## src/rtl/bira_pkg.sv

```systemverilog
// Shared types and constants for the beat interval rate averager.
`default_nettype none

package bira_pkg;

    // Fixed field widths
    localparam int RATE_W     = 16;
    localparam int MIN_IVL_W  = 8;
    localparam int CFG_DATA_W = 16;
    localparam int CFG_IDX_W  = 2;

    // Configuration register indexes
    localparam logic [CFG_IDX_W-1:0] CFG_MIN_INTERVAL   = 2'd0;
    localparam logic [CFG_IDX_W-1:0] CFG_RATE_NUMERATOR = 2'd1;

    // Reset values of the configuration registers
    localparam logic [MIN_IVL_W-1:0]  MIN_INTERVAL_RST   = 8'd2;
    localparam logic [CFG_DATA_W-1:0] RATE_NUMERATOR_RST = 16'd600;

    localparam logic [RATE_W-1:0] RATE_SAT = 16'hFFFF;

    typedef enum logic [2:0] {
        ST_IDLE,
        ST_AVG_DIV,
        ST_RATE_LOAD,
        ST_RATE_DIV,
        ST_DONE
    } bira_state_t;

endpackage

`default_nettype wire

```

## src/rtl/beat_interval_rate_averager.sv

```systemverilog
// Top level of the beat interval rate averager: interval ring, running sum, serial divider.
//
// Usage:
//   s_ channel: one capture timestamp per beat transaction. The interval to the
//   previous capture (modulo 2^TIME_BITS) is stored in a WINDOW-entry ring when it
//   is at least min_interval; shorter intervals give no result.
//   m_ channel: one result per stored interval: beat_rate, average_interval and
//   samples_used.
//   cfg channel: register writes (index 0 min_interval, index 1 rate_numerator),
//   always ready; write only while the block is idle.
// Sequencing:
//   A stored beat runs the mean division over the SUM_W sum bits, then loads and runs
//   the rate division, which a zero average skips, then waits to load the output;
//   SUM_W = TIME_BITS + clog2(WINDOW). One restoring divider, one quotient bit per
//   cycle, serves the mean and then the rate. The next input can be taken in the same
//   cycle as m_tvalid rises; a dropped beat leaves the block idle for the next beat.
//   s_tready is high only while the divider is free.
// Reset: clears the ring, running sum, previous capture and fill state, and loads
//   min_interval = 2 and rate_numerator = 600.
// Stall: a finished result waits in the output register; a new beat may still be
//   taken, and its result holds in the divider until the output register frees.
`default_nettype none

module beat_interval_rate_averager
    import bira_pkg::*;
#(
    parameter int WINDOW    = 10,
    parameter int TIME_BITS = 8
) (
    input  wire logic                   aclk,
    input  wire logic                   aresetn,
    // tdata: capture_time [TIME_BITS-1:0]
    input  wire logic                   s_tvalid,
    output logic                        s_tready,
    input  wire logic [((TIME_BITS+7)/8)*8-1:0] s_tdata,
    // tdata: beat_rate [15:0], average_interval [TIME_BITS+15:16],
    //        samples_used [above average_interval]
    output logic                        m_tvalid,
    input  wire logic                   m_tready,
    output logic [((RATE_W+TIME_BITS+$clog2(WINDOW+1)+7)/8)*8-1:0] m_tdata,
    input  wire logic                   cfg_valid,
    output logic                        cfg_ready,
    input  wire logic [CFG_IDX_W-1:0]   cfg_index,
    input  wire logic [CFG_DATA_W-1:0]  cfg_data
);

    localparam int USED_W  = $clog2(WINDOW + 1);
    localparam int SLOT_W  = (WINDOW > 1) ? $clog2(WINDOW) : 1;
    localparam int SUM_W   = TIME_BITS + $clog2(WINDOW);
    localparam int DIV_W   = (SUM_W > RATE_W) ? SUM_W : RATE_W;
    localparam int DVS_W   = (TIME_BITS > USED_W) ? TIME_BITS : USED_W;
    localparam int CNT_W   = $clog2(DIV_W + 1);
    localparam int OUT_RAW = RATE_W + TIME_BITS + USED_W;
    localparam int OUT_W   = ((OUT_RAW + 7) / 8) * 8;

    bira_state_t state_reg, state_next;

    logic [MIN_IVL_W-1:0]  min_interval_reg;
    logic [CFG_DATA_W-1:0] rate_numerator_reg;

    logic [TIME_BITS-1:0] prev_time_reg;
    logic [TIME_BITS-1:0] ring_reg [WINDOW];
    logic [SLOT_W-1:0]    write_slot_reg;
    logic                 window_full_reg;
    logic [SUM_W-1:0]     sum_reg;

    logic [DIV_W-1:0]     quo_reg;
    logic [DVS_W-1:0]     rem_reg;
    logic [DVS_W-1:0]     dvs_reg;
    logic [CNT_W-1:0]     cnt_reg;
    logic [TIME_BITS-1:0] avg_reg;
    logic [RATE_W-1:0]    rate_reg;
    logic [USED_W-1:0]    used_reg;

    logic                 m_tvalid_reg;
    logic [OUT_W-1:0]     m_tdata_reg;

    logic [TIME_BITS-1:0] capture_time;
    logic [TIME_BITS-1:0] interval;
    logic                 short_interval;
    logic                 beat_accept;
    logic                 beat_store;
    logic [SLOT_W-1:0]    slot;
    logic [SLOT_W-1:0]    write_slot_next;
    logic                 window_full_next;
    logic [SUM_W-1:0]     sum_next;
    logic [USED_W-1:0]    used_next;
    logic                 out_load;

    logic [DVS_W:0]       rem_shift;
    logic [DVS_W:0]       rem_diff;
    logic                 q_bit;
    logic [DIV_W-1:0]     quo_step;
    logic [DVS_W-1:0]     rem_step;

    assign capture_time   = s_tdata[TIME_BITS-1:0];
    assign interval       = capture_time - prev_time_reg;
    assign short_interval = (interval < TIME_BITS'(min_interval_reg));
    assign beat_accept    = s_tvalid && s_tready;
    assign beat_store     = beat_accept && !short_interval;

    assign slot = (32'(write_slot_reg) < WINDOW) ? write_slot_reg : '0;

    always_comb begin
        if (32'(slot) == WINDOW - 1) begin
            write_slot_next  = '0;
            window_full_next = 1'b1;
        end else begin
            write_slot_next  = slot + 1'b1;
            window_full_next = window_full_reg;
        end
    end

    assign sum_next  = sum_reg - SUM_W'(ring_reg[slot]) + SUM_W'(interval);
    assign used_next = window_full_next ? USED_W'(WINDOW) : USED_W'(write_slot_next);

    // Restoring divider step: bring down the next dividend bit, subtract if it fits
    assign rem_shift = {rem_reg, quo_reg[DIV_W-1]};
    assign rem_diff  = rem_shift - {1'b0, dvs_reg};
    assign q_bit     = !rem_diff[DVS_W];
    assign quo_step  = {quo_reg[DIV_W-2:0], q_bit};
    assign rem_step  = q_bit ? rem_diff[DVS_W-1:0] : rem_shift[DVS_W-1:0];

    assign s_tready  = (state_reg == ST_IDLE);
    assign cfg_ready = 1'b1;
    assign m_tvalid  = m_tvalid_reg;
    assign m_tdata   = m_tdata_reg;

    always_ff @(posedge aclk) begin
        if (!aresetn) begin
            state_reg <= ST_IDLE;
        end else begin
            state_reg <= state_next;
        end
    end

    always_comb begin
        state_next = state_reg;
        out_load   = 1'b0;
        case (state_reg)
            ST_IDLE: begin
                if (beat_store) begin
                    state_next = ST_AVG_DIV;
                end
            end
            ST_AVG_DIV: begin
                if (cnt_reg == CNT_W'(1)) begin
                    state_next = ST_RATE_LOAD;
                end
            end
            ST_RATE_LOAD: begin
                state_next = (avg_reg == '0) ? ST_DONE : ST_RATE_DIV;
            end
            ST_RATE_DIV: begin
                if (cnt_reg == CNT_W'(1)) begin
                    state_next = ST_DONE;
                end
            end
            ST_DONE: begin
                // hold the result until the output register frees
                if (!m_tvalid_reg || m_tready) begin
                    out_load   = 1'b1;
                    state_next = ST_IDLE;
                end
            end
            default: begin
                state_next = ST_IDLE;
            end
        endcase
    end

    // Control and architectural state
    always_ff @(posedge aclk) begin
        if (!aresetn) begin
            min_interval_reg   <= MIN_INTERVAL_RST;
            rate_numerator_reg <= RATE_NUMERATOR_RST;
            prev_time_reg      <= '0;
            for (int i = 0; i < WINDOW; i++) begin
                ring_reg[i] <= '0;
            end
            write_slot_reg     <= '0;
            window_full_reg    <= 1'b0;
            sum_reg            <= '0;
            m_tvalid_reg       <= 1'b0;
        end else begin
            if (cfg_valid && cfg_ready) begin
                case (cfg_index)
                    CFG_MIN_INTERVAL:   min_interval_reg   <= cfg_data[MIN_IVL_W-1:0];
                    CFG_RATE_NUMERATOR: rate_numerator_reg <= cfg_data;
                    default: ;
                endcase
            end
            if (beat_accept) begin
                prev_time_reg <= capture_time;
            end
            if (beat_store) begin
                ring_reg[slot]  <= interval;
                write_slot_reg  <= write_slot_next;
                window_full_reg <= window_full_next;
                sum_reg         <= sum_next;
            end
            if (out_load) begin
                m_tvalid_reg <= 1'b1;
            end else if (m_tready) begin
                m_tvalid_reg <= 1'b0;
            end
        end
    end

    // Divider and result payload
    always_ff @(posedge aclk) begin
        case (state_reg)
            ST_IDLE: begin
                if (beat_store) begin
                    // left-align the sum so SUM_W steps walk its bits MSB first
                    quo_reg  <= DIV_W'(sum_next) << (DIV_W - SUM_W);
                    rem_reg  <= '0;
                    dvs_reg  <= DVS_W'(used_next);
                    cnt_reg  <= CNT_W'(SUM_W);
                    used_reg <= used_next;
                end
            end
            ST_AVG_DIV: begin
                quo_reg <= quo_step;
                rem_reg <= rem_step;
                cnt_reg <= cnt_reg - 1'b1;
                if (cnt_reg == CNT_W'(1)) begin
                    avg_reg <= quo_step[TIME_BITS-1:0];
                end
            end
            ST_RATE_LOAD: begin
                quo_reg  <= DIV_W'(rate_numerator_reg) << (DIV_W - RATE_W);
                rem_reg  <= '0;
                dvs_reg  <= DVS_W'(avg_reg);
                cnt_reg  <= CNT_W'(RATE_W);
                rate_reg <= RATE_SAT;
            end
            ST_RATE_DIV: begin
                quo_reg <= quo_step;
                rem_reg <= rem_step;
                cnt_reg <= cnt_reg - 1'b1;
                if (cnt_reg == CNT_W'(1)) begin
                    rate_reg <= quo_step[RATE_W-1:0];
                end
            end
            ST_DONE: begin
                if (out_load) begin
                    m_tdata_reg <= OUT_W'({used_reg, avg_reg, rate_reg});
                end
            end
            default: ;
        endcase
    end

endmodule

`default_nettype wire

```

## config.mk

```make
export PLATFORM = sky130hd
export DESIGN_NAME = beat_interval_rate_averager
export DESIGN_NICKNAME = d
export VERILOG_FILES = /design/src/rtl/bira_pkg.sv /design/src/rtl/beat_interval_rate_averager.sv
export SDC_FILE = /design/constraint.sdc
export NUM_CORES = 1
export LEC_CHECK = 0
export ABC_AREA = 1
export BUFFER_PORTS_ARGS = -buffer_cell sky130_fd_sc_hd__buf_2
export CAP_MARGIN = 10
export CORE_MARGIN = 8
export CORE_UTILIZATION = 60
export DETAILED_ROUTE_END_ITERATION = 16
export PLACE_DENSITY = 0.83
export SYNTH_ARGS = -nofsm -noshare
export SYNTH_HDL_FRONTEND = slang
export SYNTH_SLANG_ARGS = --single-unit
```

## constraint.sdc

```tcl
create_clock -name aclk -period 6.15 [get_ports aclk]
set_input_delay 0.615 -clock aclk [delete_from_list [all_inputs] [get_ports aclk]]
set_output_delay 0.615 -clock aclk [all_outputs]
set_load 0.1 [all_outputs]
```

==> results.md <==
- Clock latency at the later pin of the worst-skew pair: ~0.52 ns
- Final min period: 4.443 ns
- Routability cong.: 0.9240
- Synth Warn #: 0
- Max-Cap Viols: 0
- Vias per Instance: between 5 and 6
- Post-synth EDFFs: around 180
- Post-Layout Cell Count: around 1400
- Io pins: 66
- Sequential area share after synthesis: between 50 and 60%
- Hold crit path type: in2reg
- CP Capture Type: register
- DP Wirelength: 17790 um
- Die Span X: between 150 and 200 um
- Max Slew Vio Count: 0
- Full die area: around 23000 um2
- Fillers: between 1000 and 1500
- Routed len/inst: approximately 18 um
- Hold Violations, Final: 0
- Crit Path Category: reg2reg
- Initial antenna violation count: 0
- Cts repair resizes: 0
- Core ar.: approximately 18000 um2
- Unrepaired setup endpoints after global routing: false
- Leakage power: roughly 0.0050 uW
- Main synth FF type: edfxtp_1
- H-tree lvl count: 1
- Nets: around 1200
- Final WL: ~26000 um
- Final Util: 68.33%
- Num CTS Buffers: 24
- Max IR drop VDD: ~370 uV
- GRT Residual Overflow: 0
- Synth Instances: around 1100
- Most common cell after layout, fill and taps aside: nand2_1
- Status: finished, final reports clean
- Ys async rst share: 0%
- Finished Cell Area: around 12000 um2
- Starting DRT DRC Count: 1006
- Num Clock Sinks: between 200 and 250
- CTS tree: built
- Area of the multi-input gates: around 3900 um2
- Site Rows: 49
- Die Y: ~150 um
- Most frequent cells in the layout: nand2_1, edfxtp_1, nor2_1, inv_1, o21ai_0
- Setup violators final: 0
- Register bit total from synthesis: 232
- Layout Skew: approximately 0.0085 ns
- Worst reg2reg setup slack: ~1.7 ns
- Synth Area per Inst: between 9 and 10 um2
- Starting Density: between 60 and 70%
- Worst hold slack: 0.3046 ns
- Layout cells sized above 1: between 10 and 15%
- Vias: 8264
- Remaining antenna violation count: 0
- Layout area overhead: 12.10%
- Worst slew margin: approximately 36%
- Placed cell count: 1369
- Cell variety after synth: between 40 and 50
- P per Cell Area: between 500 and 600 nW/um2
- Max frequency: roughly 230 MHz
- CTS max path bufs: 3
- Cts hold-fix bufs: 0
- Cell Area, Synth: 10950 um2
- Data required time of the worst path: roughly 6.4 ns
- Largest net degree at the start of global routing: 57
- First-pass GRT wire length: between 40000 and 50000 um
- First-pass DRT Iterations: 7
- Port bufs: 60
- Vias in the first global route: 7917
- Setup crit start kind: register
- Root buf cell: clkbuf_16
- Ant diodes: 0
- Total GRT Usage: about 22%
- WP data arrival: 4.71 ns
- Setup TNS: 0 ns
- Dpl cell area: between 10000 and 15000 um2
- Worst-Margin Slew: around 0.95 ns
- Reg clk slew, reported paths: approximately 0.060 ns
- Post-CTS Setup Inserts: 0
- CP Max Fanout: 26
- Max reg flops: between 80 and 90
- Period utilization: 72.24%
- Post-route DRC: 0
- Register Area: ~6400 um2
layout make-up:
type                       count  area share [%]
clock buffer                  37           6.137
clock inverter                 7          0.4893
inverter                     136           4.179
multi-input combinational    706           31.51
sequential                   232           52.44
tap                          229           2.334
timing repair buffer          68           2.915
cell families after synthesis:
kind of cell | count (synthesis) | synth area share (%)
xor gates and xnor gates | 21 | 1.748
AOI/OAI and AO/OA | 200 | 10.25
adders and majority gates | 46 | 5.942
buffers and inverters | 172 | 6.285
other | 2 | 0.06859
DFF | 232 | 58.78
and+or+nand+nor | 428 | 16.92
cell usage after synthesis (4+ instances only):
cell type,number,area share (%)
inv_2,4,0.14
buf_2,8,0.37
nor2_2,4,0.23
xnor2_1,5,0.40
nand2_4,5,0.51
xor2_1,15,1.2
inv_1,130,4.5
clkbuf_1,21,0.72
o21ai_0,94,4.3
a21oi_1,55,2.5
fa_1,10,1.8
nor2_1,150,5.1
buf_4,6,0.41
nand2_1,183,6.3
nor3_1,5,0.23
o22ai_1,4,0.23
a22oi_1,16,1.1
dfxtp_1,53,9.7
o211ai_1,14,0.96
nand4_1,11,0.63
ha_1,36,4.1
edfxtp_1,179,49
a31oi_1,4,0.23
nand3_1,49,2.2
nand2_2,9,0.51
power breakdown:
part           switching (uW)  internal (uW)  leakage (uW)
Clock                     599            883      0.000410
Sequential                147           2120       0.00215
Combinational            2050            923       0.00246
worst max-delay path, cell delays in order (launching register included):
cell,delay (ns)
dfxtp_1,0.33
inv_1,0.09
nor2_4,0.17
inv_2,0.24
nor2_2,0.63
inv_2,0.23
o21ai_0,0.40
o21ai_0,0.13
a21oi_1,0.20
fa_1,0.46
ha_1,0.39
nand2_1,0.10
o211ai_1,0.29
nand3_1,0.16
nand4_1,0.15
nand2_1,0.08
nand2_1,0.07
nand2_1,0.06
stage by stage:
stage               setup slack, ns  total power, uW
finish                        1.707             6722
global route                  1.475             7104
CTS                           1.832             6659
global placement              1.580             5023
detailed placement            1.577             5145
floorplan                     1.564             4426
per-layer routing:
layer	GRT usage [%]	up-vias	share of wire (%)
met5	0	-	0
met3	3.914	91	9.3
li1	-	3840	-
met1	28.46	3855	39
met4	9.302	0	3.8
met2	37.28	478	48
path summary, 6_finish.rpt:
| check | start | end | cells past startpoint |
|---|---|---|---|
| worst max register to register | write_slot_reg[1] | quo_reg[15] | 17 |
| worst min register to register | rate_reg[13] | m_tdata[13] | 0 |
| worst max-delay path | write_slot_reg[1] | quo_reg[15] | 17 |
| worst min-delay path | cfg_data[9] | rate_numerator_reg[9] | 3 |
Power figures use the tool's default switching activity.
